### src/rtl/ugcbp_fifo.sv
// Two-entry queue between the classifying front end and the grid back end.
// Depends on nothing but its WIDTH parameter.
`timescale 1ns / 1ps
`default_nettype none
module ugcbp_fifo #(
  parameter int WIDTH = 8
) (
  input  wire logic             clk,
  input  wire logic             rst,
  input  wire logic             push,
  input  wire logic [WIDTH-1:0] wdata,
  input  wire logic             pop,
  output logic [WIDTH-1:0]      rdata,
  output logic                  full,
  output logic                  empty
);

  logic [WIDTH-1:0] slot [2];
  logic             wptr;
  logic             rptr;
  logic [1:0]       count;

  assign full  = (count == 2'd2);
  assign empty = (count == 2'd0);
  assign rdata = slot[rptr];

  always_ff @(posedge clk) begin
    if (rst) begin
      wptr  <= 1'b0;
      rptr  <= 1'b0;
      count <= 2'd0;
    end else begin
      if (push && !full) wptr <= ~wptr;
      if (pop && !empty) rptr <= ~rptr;
      count <= count + 2'((push && !full) ? 1 : 0) - 2'((pop && !empty) ? 1 : 0);
    end
  end

  always_ff @(posedge clk) begin
    if (push && !full) slot[wptr] <= wdata;
  end

endmodule
`default_nettype wire

### config.mk
export PLATFORM = sky130hd
export DESIGN_NAME = ugcbp_fifo
export DESIGN_NICKNAME = d
export VERILOG_FILES = /design/src/rtl/ugcbp_fifo.sv
export SDC_FILE = /design/constraint.sdc
export NUM_CORES = 1
export LEC_CHECK = 0
export BUFFER_PORTS_ARGS = -buffer_cell sky130_fd_sc_hd__buf_2
export CAP_MARGIN = 20
export CORE_UTILIZATION = 52
export CTS_CLUSTER_DIAMETER = 50
export DETAILED_ROUTE_END_ITERATION = 8
export GPL_TIMING_DRIVEN = 0
export PLACE_DENSITY = 0.78
export SYNTH_ARGS = -nofsm -noshare
export SYNTH_HDL_FRONTEND = slang
export SYNTH_SLANG_ARGS = --single-unit
export TNS_END_PERCENT = 20
### constraint.sdc
create_clock -name clk -period 2.89 [get_ports clk]
set_clock_uncertainty 0.05 [all_clocks]
set_input_delay 0.578 -clock clk [delete_from_list [all_inputs] [get_ports clk]]
set_output_delay 0.578 -clock clk [all_outputs]
set_load 0.01 [all_outputs]
==> metrics.txt <==
drt first pass iters 4; Largest stage delay, worst path between 0.3 and 0.4 ns; kind of end point of the critical path primary output; Worst-Skew Late Latency roughly 0.29 ns; Setup TNS Final 0 ns; initial antenna violation count 0; critical path class flip-flop to primary output; post-synthesis mux area share 0.111; hold crit path type primary input to flip-flop; Leakage 0.408 nW; Non-Filler Instances roughly 90; ranking of synthesized cells by area edfxtp_1 (59%), dfxtp_1 (12%), mux2_1 (6.9%); syn avg cell area 15.6 um^2; sequential share of power 0.512; Yosys top cell by area edfxtp_1; total number of vias ~470; Crit-path slowest cell mux2_1; Power Total between 0.0008 and 0.0009 W; Seq/Total Area, Yosys 0.716; RSZ-0062 raised after global routing no; Fmax about 0.52 GHz; I/O Buffers 21; cts hold-fix bufs 0; max-cap violations 0; CTS resizes 0; Core ar. 0.00138 mm^2; Post-Syn Instances 52; first-pass GRT wire length approximately 1.9 mm; main combinational cell family by area after synthesis multiplexers; outcome completed; P_int 0.000569 W; site row count 13; Final Hold Viols 0; gr usage total 0.153; worst-margin pin slew about 0.35 ns; die area between 0.0015 and 0.002 mm^2; synth warn 0; Comb pwr share 0.324; Placer Congestion between 0.7 and 0.8; Psw approximately 0.00024 W; Post-Synth Simple-Gate Area 0.0725; vias in the first global route roughly 440; count of final setup violators 0; Tmin final a little under 2 ns; CTS tree yes; Synth cell types 21; Synth top area share 0.593; Worst-path clk slew about 0.11 ns; CP arrival between 1 and 1.5 ns; Synth Area in XOR/XNOR 0.0216; post-route clock period utilization 0.669; Yosys reg bits 21; min-delay src wdata[3]; number of diodes 0; Placed Cells between 80 and 90; largest net degree at the start of global routing 12; final core utilization 0.695; fin nets 92; post-CTS setup buffers 0; DP HPWL ~830 um; Slew Limit Fails 0; Clock power frac 0.164; CTS Sinks 21; Mapped Area approximately 810 um^2; critical-path cell list buf_2 -> mux2_1 -> buf_2; Vias/cell slightly above 5; Synth Area in Compound Gates 0.0231; share of cells above drive strength 1 0.416; initial DRC count 5; final setup margin around 0.96 ns; peak supply drop slightly above 0.0005 V; Routed WL approximately 1.1 mm; htree depth 1; switch share 0.300; Critical Path RT roughly 2.3 ns; dpl ws between 1 and 1.5 ns; most frequent CP cell buf_2; Power Density 846 mW/mm^2; area delta synth->final 18.5%; Clock Path Buffers 2; ANT nets after route 0; Starting Density 0.586; worst-path fanout max 8; grt ovf 0; routed len/inst between 10 and 15 um; Post-Syn Nets between 60 and 70; I/O pin cnt 22; die height 41.5 um; CTS root buf clkbuf_4; width of the die between 40 and 50 um; relative slew slack 0.768; adder-cell share of the synthesized area 0.0309; fill cell count approximately 100; Worst setup SP type flip-flop; TritonCTS Buffers 3; Post-route DRC 0; FF-to-FF Start count[0]
## per-stage QoR
stage,hold WS [ns],cell area (um^2)
2_1_floorplan,0.401,811
3_3_place_gp,0.417,935
3_5_place_dp,0.437,935
4_1_cts,0.405,961
5_1_grt,0.390,961
6_report,0.415,961
## layer usage
layer	wire, um	part of all wire	global-route usage
met5	0	0	0
met1	487	0.42	0.174
met4	11	0.0096	0.0774
met2	595	0.52	0.250
met3	54	0.047	0.0565
## cell usage in the layout (no fill, tap or decap), drive strengths merged, types with 2 or more instances in the layout
cell | Yosys | routed
buf | 1 | 22
clkbuf | 0 | 4
dfxtp | 5 | 5
edfxtp | 16 | 16
ha | 2 | 2
inv | 4 | 4
mux2 | 8 | 8
nor2 | 4 | 4
## worst paths after layout
path | endpoint | slack, ns | cells after the start
hold / removal | slot[0][3] | 0.41 | 1
setup / recovery | rdata[4] | 0.96 | 3
hold reg to reg | wptr | 0.45 | 2
setup reg to reg | count[1] | 1.26 | 8
## area by class of cell
| cell class | count | area, um^2 | share of cell area |
|---|---|---|---|
| buffer | 1 | 5.00 | 0.00521 |
| clock buffer | 4 | 26.3 | 0.0273 |
| inverter | 4 | 15.0 | 0.0156 |
| multi-input combinational | 26 | 210 | 0.219 |
| sequential | 21 | 581 | 0.604 |
| tap | 15 | 18.8 | 0.0195 |
| timing repair buffer | 21 | 105 | 0.109 |
## Yosys cell counts
cell type and instances:
a21oi_1 1, and2_1 1, and3_2 1, buf_2 1, dfxtp_1 5, edfxtp_1 16
ha_1 2, inv_1 3, inv_2 1, mux2_1 5, mux2_2 3, nand2_1 1
nand2b_2 1, nor2_1 4, nor2b_1 1, nor3_1 1, o21a_2 1, o21ai_0 1
or3_1 1, xnor2_1 1, xor2_1 1
## cells by family after synthesis
kind of cell,after synthesis
flops,21
simple gates,11
mux,8
buf+inv,5
compound gates,3
xor+xnor,2
fa+ha+maj,2
## worst max-delay path: cells and delay by family, from the launching register on
family                 cells  cell delay, ns
multiplexers               1            0.35
flip-flops                 1            0.32
buffers and inverters      2            0.35
## power groups by stage
stage	clock, W	sequential [W]	combinational (W)
4_1_cts	0.000140	0.000416	0.000268
3_5_place_dp	0	0.000423	0.000267
5_1_grt	0.000152	0.000423	0.000298
6_report	0.000134	0.000416	0.000263
2_1_floorplan	0	0.000415	0.000184
3_3_place_gp	0	0.000418	0.000257
## sequential cells by signal, indices dropped and copies added, names as in the netlist, named ones only
register,flops
count,2
rptr,1
slot,16
wptr,1
Power figures use the tool's default switching activity.
