## src/rtl/ugcbp_pkg.sv

```systemverilog
// Shared types and codes for the uniform grid collision broad phase.
// No dependencies; the front end, back end and top level import this package.
`timescale 1ns / 1ps
`default_nettype none
package ugcbp_pkg;

  localparam logic [1:0] REQ_INSERT = 2'd0;
  localparam logic [1:0] REQ_QUERY  = 2'd1;
  localparam logic [1:0] REQ_CLEAR  = 2'd2;
  localparam logic [1:0] REQ_NONE   = 2'd3;

  localparam logic [2:0] ST_INSERTED  = 3'd0;
  localparam logic [2:0] ST_OUTSIDE   = 3'd1;
  localparam logic [2:0] ST_FULL      = 3'd2;
  localparam logic [2:0] ST_CANDIDATE = 3'd3;
  localparam logic [2:0] ST_NONE      = 3'd4;
  localparam logic [2:0] ST_CLEARED   = 3'd5;

  localparam logic [2:0] CFG_CELL_SIZE = 3'd0;
  localparam logic [2:0] CFG_ORIGIN_X  = 3'd1;
  localparam logic [2:0] CFG_ORIGIN_Y  = 3'd2;
  localparam logic [2:0] CFG_GRID_COLS = 3'd3;
  localparam logic [2:0] CFG_GRID_ROWS = 3'd4;

  typedef struct packed {
    logic [30:0] cell_size;
    logic [31:0] origin_x;
    logic [31:0] origin_y;
    logic [6:0]  grid_cols;
    logic [6:0]  grid_rows;
  } cfg_t;

endpackage
`default_nettype wire

```

## src/rtl/ugcbp_front.sv

```systemverilog
// Front end: accepts commands, floor-divides both coordinates by the cell size
// with a shared bit-serial divider pass, and queues classified requests. Uses ugcbp_pkg.
`timescale 1ns / 1ps
`default_nettype none
module ugcbp_front
  import ugcbp_pkg::*;
#(
  parameter int MAX_COLS = 64,
  parameter int MAX_ROWS = 64,
  parameter int CW = 8,
  parameter int RW = 8,
  parameter int QW = 2 + 10 + CW + RW
) (
  input  wire logic                clk,
  input  wire logic                rst,
  input  wire logic                accept,
  input  wire logic [1:0]          req_type,
  input  wire logic [9:0]          ball_id,
  input  wire logic signed [31:0]  pos_x,
  input  wire logic signed [31:0]  pos_y,
  input  wire cfg_t                cfg,
  output logic                     busy,
  output logic                     q_push,
  output logic [QW-1:0]            q_data,
  input  wire logic                q_full
);

  typedef enum logic [2:0] {
    F_IDLE = 3'b001,
    F_DIV  = 3'b010,
    F_PUSH = 3'b100
  } fstate_t;

  fstate_t     state;
  logic [1:0]  req;
  logic [9:0]  id;
  logic        negx, negy;
  logic [30:0] ds;
  logic [31:0] remx, remy;
  logic [32:0] quox, quoy;
  logic [5:0]  cnt;

  logic signed [32:0] lx, ly;
  logic [64:0]        stepx, stepy;
  logic signed [34:0] fx, fy;
  logic signed [CW-1:0] col_c;
  logic signed [RW-1:0] row_c;

  // One restoring step: shift one dividend bit into the partial remainder.
  function automatic logic [64:0] div_step(input logic [31:0] rem, input logic [32:0] quo,
                                           input logic [30:0] d);
    logic [31:0] t;
    logic        b;
    t = {rem[30:0], quo[32]};
    b = (t >= {1'b0, d});
    if (b) t = t - {1'b0, d};
    return {t, quo[31:0], b};
  endfunction

  function automatic logic signed [34:0] floor_q(input logic neg, input logic [32:0] quo,
                                                 input logic [31:0] rem);
    logic signed [34:0] m;
    m = $signed({2'b00, quo});
    if (neg) m = -(m + ((rem != 32'd0) ? 35'sd1 : 35'sd0));
    return m;
  endfunction

  assign lx = $signed({pos_x[31], pos_x}) - $signed({cfg.origin_x[31], cfg.origin_x});
  assign ly = $signed({pos_y[31], pos_y}) - $signed({cfg.origin_y[31], cfg.origin_y});
  assign stepx = div_step(remx, quox, ds);
  assign stepy = div_step(remy, quoy, ds);
  assign fx = floor_q(negx, quox, remx);
  assign fy = floor_q(negy, quoy, remy);

  // Coordinates far outside the grid are pinned just beyond its reach.
  always_comb begin
    if (fx < -35'sd2) col_c = -CW'(2);
    else if (fx > 35'(MAX_COLS + 1)) col_c = CW'(MAX_COLS + 1);
    else col_c = CW'(fx);
    if (fy < -35'sd2) row_c = -RW'(2);
    else if (fy > 35'(MAX_ROWS + 1)) row_c = RW'(MAX_ROWS + 1);
    else row_c = RW'(fy);
  end

  assign busy   = (state != F_IDLE);
  assign q_push = (state == F_PUSH) && !q_full && (req != REQ_NONE);
  assign q_data = {req, id, col_c, row_c};

  always_ff @(posedge clk) begin
    if (rst) begin
      state <= F_IDLE;
    end else begin
      unique case (state)
        F_IDLE: begin
          if (accept) begin
            state <= (req_type == REQ_INSERT || req_type == REQ_QUERY) ? F_DIV : F_PUSH;
          end
        end
        F_DIV: begin
          if (cnt == 6'd32) state <= F_PUSH;
        end
        F_PUSH: begin
          if (!q_full || req == REQ_NONE) state <= F_IDLE;
        end
        default: state <= F_IDLE;
      endcase
    end
  end

  always_ff @(posedge clk) begin
    if (state == F_IDLE && accept) begin
      req  <= req_type;
      id   <= ball_id;
      ds   <= (cfg.cell_size == 31'd0) ? 31'd1 : cfg.cell_size;
      negx <= lx[32];
      negy <= ly[32];
      quox <= lx[32] ? 33'(-lx) : 33'(lx);
      quoy <= ly[32] ? 33'(-ly) : 33'(ly);
      remx <= 32'd0;
      remy <= 32'd0;
      cnt  <= 6'd0;
    end else if (state == F_DIV) begin
      {remx, quox} <= stepx;
      {remy, quoy} <= stepy;
      cnt <= cnt + 6'd1;
    end
  end

endmodule
`default_nettype wire

```

## config.mk

```make
export PLATFORM = sky130hd
export DESIGN_NAME = ugcbp_front
export DESIGN_NICKNAME = d
export VERILOG_FILES = /design/src/rtl/ugcbp_pkg.sv /design/src/rtl/ugcbp_front.sv
export SDC_FILE = /design/constraint.sdc
export NUM_CORES = 1
export LEC_CHECK = 0
export BUFFER_PORTS_ARGS = -buffer_cell sky130_fd_sc_hd__buf_4
export CORE_ASPECT_RATIO = 1.75
export CORE_MARGIN = 8
export CORE_UTILIZATION = 35
export CTS_CLUSTER_DIAMETER = 120
export DETAILED_ROUTE_END_ITERATION = 16
export GPL_ROUTABILITY_DRIVEN = 1
export MAX_ROUTING_LAYER = met4
export PLACE_DENSITY = 0.54
export RECOVER_POWER = 50
export SYNTH_ARGS = -nofsm -noshare
export SYNTH_HDL_FRONTEND = slang
export SYNTH_SLANG_ARGS = --single-unit
```

## constraint.sdc

```tcl
create_clock -name clk -period 6.3 [get_ports clk]
set_input_delay 1.26 -clock clk [delete_from_list [all_inputs] [get_ports clk]]
set_output_delay 1.26 -clock clk [all_outputs]
set_load 0.05 [all_outputs]
```

==> run_summary.xml, run 1 <==
<?xml version="1.0" encoding="UTF-8"?>
<metrics>
  <group name="sta">
    <metric name="timing.final.max_slew_violations" unit="">218</metric>
    <metric name="timing_worst_slew_pin_value" unit="ns">3.852</metric>
    <metric name="worst_clock_skew" unit="ns">0.01668</metric>
    <metric name="setup_slack" unit="ns">-0.6809</metric>
    <metric name="maxClockFrequency" unit="GHz">0.1432</metric>
    <metric name="final.hold.worst_slack" unit="ns">0.5322</metric>
    <metric name="tns" unit="ns">-4.902</metric>
    <metric name="max-slew-margin-rel" unit="">-1.568</metric>
    <metric name="final-setup-viol-count" unit="">13</metric>
    <metric name="period_share" unit="">1.108</metric>
    <metric name="rsz_0062_raised_after_global_routing" unit="">yes</metric>
    <metric name="finalCriticalPeriod" unit="ns">6.981</metric>
    <metric name="hold_viol" unit="">0</metric>
  </group>
  <group name="route">
    <metric name="drt_iter0_drc" unit="">1158</metric>
    <metric name="route.vias.total" unit="">20570</metric>
    <metric name="wire_per_inst" unit="um">19.08</metric>
    <metric name="drc" unit="">0</metric>
    <metric name="vias_per_cell" unit="">5.492</metric>
    <metric name="detail-route-antenna-nets" unit="">0</metric>
    <metric name="wl" unit="um">71460</metric>
    <metric name="drt-pass1-iter-count" unit="">5</metric>
  </group>
  <group name="global_routing">
    <metric name="global_route_wire_length_before_repair" unit="um">111400</metric>
    <metric name="track_usage" unit="">0.2146</metric>
    <metric name="grt_pass1_vias" unit="">21070</metric>
    <metric name="overflow" unit="">0</metric>
    <metric name="pin_count_of_the_biggest_net_entering_global_routing" unit="">97</metric>
    <metric name="initial_antenna_violation_count" unit="">0</metric>
  </group>
  <group name="worst_setup_path">
    <metric name="r2r_slack" unit="ns">0.55</metric>
    <metric name="worstPathArrival" unit="ns">5.72</metric>
    <metric name="crit_required" unit="ns">5.04</metric>
    <metric name="crit_end_category" unit="">output pin</metric>
    <metric name="timing_worst_setup_path_type" unit="">flop to output pin</metric>
    <metric name="start_kind" unit="">flop</metric>
    <metric name="crit_path_max_fanout" unit="">3</metric>
  </group>
  <group name="layout">
    <metric name="post-route-cell-area" unit="sq um">25230</metric>
    <metric name="final_net_count" unit="">3355</metric>
    <metric name="diodes" unit="">0</metric>
    <metric name="area_delta_synth_final" unit="%">22.53</metric>
    <metric name="filler_cell_count" unit="">5918</metric>
    <metric name="seq_area" unit="sq um">4803</metric>
    <metric name="drive_gt1_frac" unit="">0.1726</metric>
    <metric name="multiInputGateArea" unit="sq um">15020</metric>
    <metric name="utilization" unit="">0.4341</metric>
  </group>
  <group name="yosys">
    <metric name="synthesis.instances" unit="">2659</metric>
    <metric name="seq_area_frac_synth" unit="">0.2329</metric>
    <metric name="synth_edf_count" unit="">111</metric>
    <metric name="yosysWarningCount" unit="">0</metric>
    <metric name="async_flop_share" unit="">0</metric>
    <metric name="mappedNetlistArea" unit="sq um">20590</metric>
    <metric name="synth.ff_latch_count" unit="">184</metric>
    <metric name="synthDistinctLibCells" unit="">85</metric>
    <metric name="synth.net_count" unit="">3054</metric>
    <metric name="postSynth.topFlopCell" unit="">sky130_fd_sc_hd__edfxtp_1</metric>
    <metric name="average_cell_area_after_synthesis" unit="sq um">7.743</metric>
  </group>
  <group name="placement">
    <metric name="gpl.final_weighted_congestion" unit="">0.9655</metric>
    <metric name="dpl.hpwl" unit="um">58560</metric>
    <metric name="detailed_place.area" unit="sq um">24060</metric>
    <metric name="port-buffer-count" unit="">204</metric>
    <metric name="dp_worst_setup_slack" unit="ns">-0.7390</metric>
  </group>
  <group name="power">
    <metric name="power.density" unit="nW/um^2">256.9</metric>
    <metric name="vdd.ir_drop.worst" unit="mV">0.1448</metric>
    <metric name="leakagePower" unit="nW">11.27</metric>
  </group>
  <group name="floorplanning">
    <metric name="fp-row-count" unit="">117</metric>
    <metric name="initial_core_utilization" unit="">0.3543</metric>
    <metric name="floorplan.die.height" unit="um">336.9</metric>
    <metric name="die_width" unit="um">199.3</metric>
    <metric name="die_area" unit="sq um">67150</metric>
    <metric name="core_area" unit="sq um">58120</metric>
    <metric name="number_of_ports_placed_on_the_die_boundary" unit="">219</metric>
  </group>
  <group name="flow_run">
    <metric name="drv.max_cap_violation_count" unit="">4</metric>
  </group>
  <group name="clock_network">
    <metric name="cts-htree-levels" unit="">4</metric>
    <metric name="clkSinkCount" unit="">184</metric>
    <metric name="cts_tree" unit="">done</metric>
    <metric name="max-clock-path-buffers" unit="">2</metric>
    <metric name="worstSkewPairLatency" unit="ns">0.46</metric>
    <metric name="worst_setup_hold_path_clk_slew" unit="ns">0.08</metric>
    <metric name="clockRootBuffer" unit="">sky130_fd_sc_hd__clkbuf_16</metric>
    <metric name="cts_hold_buffers" unit="">0</metric>
    <metric name="tritoncts.num_buffers" unit="">17</metric>
  </group>
  <group name="status">
    <metric name="failed_checks" unit="">max-capacitance violations, max-slew violations, negative setup slack</metric>
    <metric name="status" unit="">finished, violations left</metric>
  </group>
  <group name="min_path">
    <metric name="hp-class" unit="">flop to flop</metric>
  </group>
</metrics>
-- logic make-up after synthesis --
kind of cell | share of synthesized area
and+or+nand+nor | 0.1937
AOI/OAI and AO/OA | 0.2592
buffers and inverters | 0.06387
DFF | 0.2329
xor gates and xnor gates | 0.09061
muxes | 0.03318
adders and majority gates | 0.1266
-- registers in the layout (all words and copies together) (netlist names) --
name	cells
remx	32
quoy	33
quox	33
ds	31
req	2
state	3
negx	1
negy	1
id	10
remy	32
cnt	6
-- timing repair --
item / CTS / global route
pin swaps: 50 / 23
gates resized for setup: 91 / 30
endpoints found under the setup margin: 15 / 15
buffers inserted: 13 / 5
-- stage by stage --
step	instances	total power, mW
after floorplan	2659	3.932
after global placement	3698	5.102
after detailed placement	3698	5.144
after CTS	3742	6.440
after global routing	3746	6.923
final	3746	6.481
-- cells in the final DEF (no fill, tap or decap), types with 22 or more instances in the layout --
cell type / instances
sky130_fd_sc_hd__nand2_1: 258
sky130_fd_sc_hd__and3_1: 27
sky130_fd_sc_hd__nand2b_1: 33
sky130_fd_sc_hd__edfxtp_1: 111
sky130_fd_sc_hd__clkbuf_4: 33
sky130_fd_sc_hd__o21a_1: 27
sky130_fd_sc_hd__buf_4: 319
sky130_fd_sc_hd__ha_1: 196
sky130_fd_sc_hd__a21o_1: 98
sky130_fd_sc_hd__nor2b_1: 23
sky130_fd_sc_hd__mux2i_1: 66
sky130_fd_sc_hd__clkbuf_1: 26
sky130_fd_sc_hd__o21ai_0: 235
sky130_fd_sc_hd__nand3_1: 58
sky130_fd_sc_hd__nor4_1: 35
sky130_fd_sc_hd__o211ai_1: 35
sky130_fd_sc_hd__nor3_1: 37
sky130_fd_sc_hd__inv_1: 229
sky130_fd_sc_hd__a31oi_1: 34
sky130_fd_sc_hd__or3_1: 22
sky130_fd_sc_hd__nor2_1: 170
sky130_fd_sc_hd__a21oi_1: 184
sky130_fd_sc_hd__dfxtp_1: 66
sky130_fd_sc_hd__xor2_1: 92
sky130_fd_sc_hd__xnor2_1: 119
sky130_fd_sc_hd__nand4_1: 35
-- power breakdown --
part	internal [mW]	total [mW]	leakage (nW)	switching, mW
clock network	0.562	1.10	0.281	0.541
logic	1.56	3.77	9.34	2.21
registers	1.46	1.60	1.65	0.141
-- cell type report --
cell class,instances,share of cell area
clock buffer,17,0.01686
clock inverter,15,0.006150
inverter,233,0.03467
multi-input combinational,2125,0.5953
sequential,184,0.1904
tap,773,0.03834
timing repair buffer,399,0.1183
-- layer usage --
| layer | routed length, um | track usage | part of all wire |
|---|---|---|---|
| met3 | 2332 | 0.01897 | 0.033 |
| met1 | 28160 | 0.2233 | 0.39 |
| met5 | 0 | - | 0 |
| met2 | 36680 | 0.3903 | 0.51 |
| met4 | 4288 | 0.1220 | 0.060 |
-- synth_stat cells (all sizes together), types with 9 or more instances --
cell,instances,area share
nand2,258,0.047
o21ai,248,0.060
inv,230,0.042
ha,202,0.12
a21oi,187,0.045
nor2,173,0.032
xnor2,121,0.051
clkbuf,111,0.020
edfxtp,111,0.16
a21o,98,0.036
xor2,92,0.039
dfxtp,73,0.071
mux2i,66,0.032
nand3,60,0.015
nor4,42,0.013
nor3,40,0.0097
a31oi,35,0.011
nand4,35,0.011
o211ai,35,0.013
nand2b,33,0.010
and3,28,0.0085
o21a,28,0.010
nor2b,23,0.0070
or3,23,0.0070
o31ai,20,0.0073
a211oi,19,0.0069
nor4b,16,0.0071
o21bai,16,0.0058
or2,14,0.0043
a211o,11,0.0047
and2,11,0.0033
nand4b,10,0.0043
a31o,9,0.0043
nor3b,9,0.0033
o221ai,9,0.0038
-- worst max-delay path, stage by stage (launching register included) --
cell and delay (ns):
sky130_fd_sc_hd__dfxtp_2 0.36, sky130_fd_sc_hd__nor4_4 0.06, sky130_fd_sc_hd__buf_4 0.13, sky130_fd_sc_hd__nand4_1 0.12, sky130_fd_sc_hd__nor2_2 0.06, sky130_fd_sc_hd__ha_2 0.18
sky130_fd_sc_hd__ha_4 0.16, sky130_fd_sc_hd__buf_4 0.12, sky130_fd_sc_hd__a211o_1 0.30, sky130_fd_sc_hd__buf_4 0.15, sky130_fd_sc_hd__a311o_1 0.34, sky130_fd_sc_hd__a41o_1 0.25
sky130_fd_sc_hd__inv_1 0.06, sky130_fd_sc_hd__a41oi_1 0.04, sky130_fd_sc_hd__or4_1 0.53, sky130_fd_sc_hd__a2111o_1 0.35, sky130_fd_sc_hd__nor4b_4 0.30, sky130_fd_sc_hd__nand4_1 0.13
sky130_fd_sc_hd__or4b_4 0.54, sky130_fd_sc_hd__or4b_4 0.57, sky130_fd_sc_hd__or3_4 0.36, sky130_fd_sc_hd__buf_8 0.16
-- path summary, 6_finish.rpt --
check | from | end | depth (start not counted)
worst max-delay path | remy[16]$_SDFFE_PP0P_ | q_data[6] | 21
worst min-delay path | cnt[5]$_SDFFE_PP0P_ | cnt[5]$_SDFFE_PP0P_ | 2
worst max register to register | state[2]$_SDFFE_PP0P_ | quox[0]$_DFFE_PP_ | 7
worst min register to register | cnt[5]$_SDFFE_PP0P_ | cnt[5]$_SDFFE_PP0P_ | 2
(Power assumes the default switching activity.)
==> run 2, diff against run 1 <==
--- a/config.mk
+++ b/config.mk
@@ -14,7 +14,6 @@
 export GPL_ROUTABILITY_DRIVEN = 1
 export MAX_ROUTING_LAYER = met4
 export PLACE_DENSITY = 0.54
-export RECOVER_POWER = 50
 export SYNTH_ARGS = -nofsm -noshare
 export SYNTH_HDL_FRONTEND = slang
 export SYNTH_SLANG_ARGS = --single-unit
==> constraint.sdc (replaced) <==
create_clock -name clk -period 6.3 [get_ports clk]
set_input_delay 0.315 -clock clk [delete_from_list [all_inputs] [get_ports clk]]
set_output_delay 0.315 -clock clk [all_outputs]
set_load 0.05 [all_outputs]
==> run 2 against run 1 <==
The flow now finishes without violations. Register-to-register slack improved by 0.88 ns. Setup slack gained 0.80 ns. Via count is 1.3% lower. Combinational power fell by 11%. First-iteration DRC count shrank 13%. Worst hold slack worse by 0.50 ns. Critical path depth down 1. Largest cell class unchanged. Sequential power is essentially flat. Total power decreased by 6.7%. Wire length shrank 4.1%. Clock-buffer cell count grew 1.
==> run_summary.xml, run 2 (same netlist as run 1, synthesis figures left out) <==
<?xml version="1.0" encoding="UTF-8"?>
<metrics>
  <group name="layout">
    <metric name="final_net_count" unit="">3236</metric>
    <metric name="layout_common_cells" unit="">sky130_fd_sc_hd__nand2_1, sky130_fd_sc_hd__o21ai_0, sky130_fd_sc_hd__buf_4</metric>
    <metric name="final_cells" unit="">3627</metric>
    <metric name="diodes" unit="">0</metric>
    <metric name="layout.cells.most_common" unit="">sky130_fd_sc_hd__nand2_1</metric>
    <metric name="drive_gt1_frac" unit="">0.1212</metric>
    <metric name="area_delta_synth_final" unit="%">17.28</metric>
    <metric name="reg.largest.list" unit="">quox (33), quoy (33)</metric>
  </group>
  <group name="global_routing">
    <metric name="grt_pass1_vias" unit="">20650</metric>
    <metric name="pin_count_of_the_biggest_net_entering_global_routing" unit="">74</metric>
    <metric name="initial_antenna_violation_count" unit="">0</metric>
    <metric name="track_usage" unit="">0.2081</metric>
    <metric name="global_route_wire_length_before_repair" unit="um">108700</metric>
    <metric name="overflow" unit="">0</metric>
  </group>
  <group name="worst_setup_path">
    <metric name="r2r_slack" unit="ns">1.43</metric>
    <metric name="crit_path_max_fanout" unit="">6</metric>
    <metric name="worstPathArrival" unit="ns">5.86</metric>
    <metric name="crit_end_category" unit="">output pin</metric>
    <metric name="reg2reg_to" unit="">remx[16]$_SDFFE_PP0P_</metric>
    <metric name="reg2reg_depth" unit="">15</metric>
    <metric name="timing_worst_setup_path_type" unit="">flop to output pin</metric>
    <metric name="r2r_start" unit="">quox[32]$_DFFE_PP_</metric>
    <metric name="crit_required" unit="ns">5.98</metric>
    <metric name="start_kind" unit="">flop</metric>
  </group>
  <group name="route">
    <metric name="vias_per_cell" unit="">5.597</metric>
    <metric name="route.vias.total" unit="">20300</metric>
    <metric name="wl" unit="um">68560</metric>
    <metric name="detail-route-antenna-nets" unit="">0</metric>
    <metric name="drc" unit="">0</metric>
    <metric name="wire_per_inst" unit="um">18.90</metric>
    <metric name="drt_iter0_drc" unit="">1007</metric>
    <metric name="drt-pass1-iter-count" unit="">5</metric>
  </group>
  <group name="sta">
    <metric name="final-setup-viol-count" unit="">0</metric>
    <metric name="finalCriticalPeriod" unit="ns">6.176</metric>
    <metric name="timing_worst_slew_pin_value" unit="ns">0.9196</metric>
    <metric name="period_share" unit="">0.9804</metric>
    <metric name="maxClockFrequency" unit="GHz">0.1619</metric>
    <metric name="hold_viol" unit="">0</metric>
    <metric name="worst_clock_skew" unit="ns">0.01356</metric>
    <metric name="max-slew-margin-rel" unit="">0.3869</metric>
    <metric name="tns" unit="ns">0</metric>
    <metric name="rsz_0062_raised_after_global_routing" unit="">yes</metric>
    <metric name="timing.final.max_slew_violations" unit="">0</metric>
  </group>
  <group name="floorplanning">
    <metric name="core_area" unit="sq um">58120</metric>
    <metric name="initial_core_utilization" unit="">0.3543</metric>
    <metric name="floorplan.die.height" unit="um">336.9</metric>
    <metric name="die_width" unit="um">199.3</metric>
    <metric name="number_of_ports_placed_on_the_die_boundary" unit="">219</metric>
    <metric name="fp-row-count" unit="">117</metric>
    <metric name="die_area" unit="sq um">67150</metric>
  </group>
  <group name="clock_network">
    <metric name="max-clock-path-buffers" unit="">2</metric>
    <metric name="cts-htree-levels" unit="">4</metric>
    <metric name="worst_setup_hold_path_clk_slew" unit="ns">0.08</metric>
    <metric name="tritoncts.num_buffers" unit="">17</metric>
    <metric name="clkSinkCount" unit="">184</metric>
    <metric name="clockRootBuffer" unit="">sky130_fd_sc_hd__clkbuf_16</metric>
    <metric name="worstSkewPairLatency" unit="ns">0.48</metric>
    <metric name="cts_tree" unit="">done</metric>
  </group>
  <group name="min_path">
    <metric name="whs_path_depth" unit="">1</metric>
    <metric name="timing.hold.worst.start" unit="">cfg[108]</metric>
    <metric name="hp-class" unit="">input pin to flop</metric>
    <metric name="worstHoldEndpoint" unit="">ds[30]$_SDFFCE_PN0P_</metric>
  </group>
  <group name="power">
    <metric name="finalPower" unit="mW">6.046</metric>
    <metric name="vdd.ir_drop.worst" unit="mV">0.2049</metric>
    <metric name="leakagePower" unit="nW">10.64</metric>
    <metric name="power.density" unit="nW/um^2">250.4</metric>
  </group>
  <group name="flow_run">
    <metric name="drv.max_cap_violation_count" unit="">0</metric>
  </group>
  <group name="placement">
    <metric name="port-buffer-count" unit="">204</metric>
    <metric name="gpl.final_weighted_congestion" unit="">0.9593</metric>
    <metric name="post-place-cells" unit="">3552</metric>
    <metric name="dpl.hpwl" unit="um">55470</metric>
  </group>
  <group name="status">
    <metric name="status" unit="">finished clean</metric>
  </group>
</metrics>
-- run 2: changes by cell type in the layout (fill, tap and decap cells not counted), moves of 5 or more --
cell and change:
sky130_fd_sc_hd__clkbuf_4 -33, sky130_fd_sc_hd__o21ai_0 +11, sky130_fd_sc_hd__buf_4 -79, sky130_fd_sc_hd__clkbuf_1 -25, sky130_fd_sc_hd__buf_6 -15, sky130_fd_sc_hd__dlygate4sd3_1 +39, sky130_fd_sc_hd__o21ai_2 -5
-- run 2: routing by layer --
metal | vias to the layer above | share of wire | track usage
met4 | 0 | 0.047 | 0.1028
met1 | 9600 | 0.39 | 0.2163
li1 | 10060 | - | -
met5 | - | 0 | -
met2 | 491 | 0.52 | 0.3816
met3 | 148 | 0.035 | 0.02466
-- run 2: worst max-delay path by stage --
stage	slack, ns	endpoint	startpoint	cells past startpoint
final	0.12	q_data[6]	remy[15]$_SDFFE_PP0P_	20
after global routing	-0.08	q_data[6]	remy[8]$_SDFFE_PP0P_	21
after CTS	-0.04	q_data[6]	remy[10]$_SDFFE_PP0P_	21
after detailed placement	0.22	q_data[6]	remy[15]$_SDFFE_PP0P_	20
after global placement	0.19	q_data[6]	remy[15]$_SDFFE_PP0P_	20
after floorplan	0.46	q_data[1]	remy[0]$_SDFFE_PP0P_	19
-- run 2: critical path, cell delays in order, from the launching register on --
cell and delay [ns]:
sky130_fd_sc_hd__dfxtp_1 0.37, sky130_fd_sc_hd__nor4_4 0.33, sky130_fd_sc_hd__nand4_1 0.21, sky130_fd_sc_hd__nor2_2 0.20, sky130_fd_sc_hd__ha_2 0.23, sky130_fd_sc_hd__ha_4 0.14
sky130_fd_sc_hd__inv_2 0.04, sky130_fd_sc_hd__ha_4 0.16, sky130_fd_sc_hd__o21bai_4 0.13, sky130_fd_sc_hd__o21ai_2 0.09, sky130_fd_sc_hd__a31o_4 0.24, sky130_fd_sc_hd__xnor2_2 0.13
sky130_fd_sc_hd__a211o_1 0.25, sky130_fd_sc_hd__or4_4 0.48, sky130_fd_sc_hd__a2111o_1 0.34, sky130_fd_sc_hd__nor4b_2 0.28, sky130_fd_sc_hd__nand4_1 0.13, sky130_fd_sc_hd__or4b_4 0.51
sky130_fd_sc_hd__or4b_4 0.59, sky130_fd_sc_hd__or3_4 0.36, sky130_fd_sc_hd__buf_8 0.16
-- run 2: cell type report --
type	count	area [sq um]
fill	5959	33970
multi-input combinational	2125	14710
sequential	184	4801
timing repair buffer	280	2207
tap	773	967.2
inverter	233	875.8
clock buffer	18	429.2
clock inverter	14	156.4
-- run 2: where the power goes --
group	leakage, nW	internal, mW	switching, mW	total, mW
logic	8.70	1.30	2.05	3.35
clock network	0.286	0.531	0.576	1.11
registers	1.65	1.46	0.130	1.59
-- run 2: per-stage QoR --
stage,hold slack (ns),instance area (sq um),util,setup slack [ns]
global route,0.006456,24150,0.4155,-0.07662
global placement,0.4778,22950,0.3948,0.1873
CTS,0.001743,24070,0.4142,-0.04243
detailed placement,0.4892,22950,0.3948,0.2165
floorplan,0.3841,20590,-,0.4622
finish,0.03414,24150,0.4155,0.1238
-- run 2: what timing repair did --
item,in CTS,in global routing
endpoints found under the setup margin,12,13
gates resized for setup,26,14
hold endpoints to repair,40,0
pin swaps,18,14
hold buffers,39,0
buffers inserted,4,0
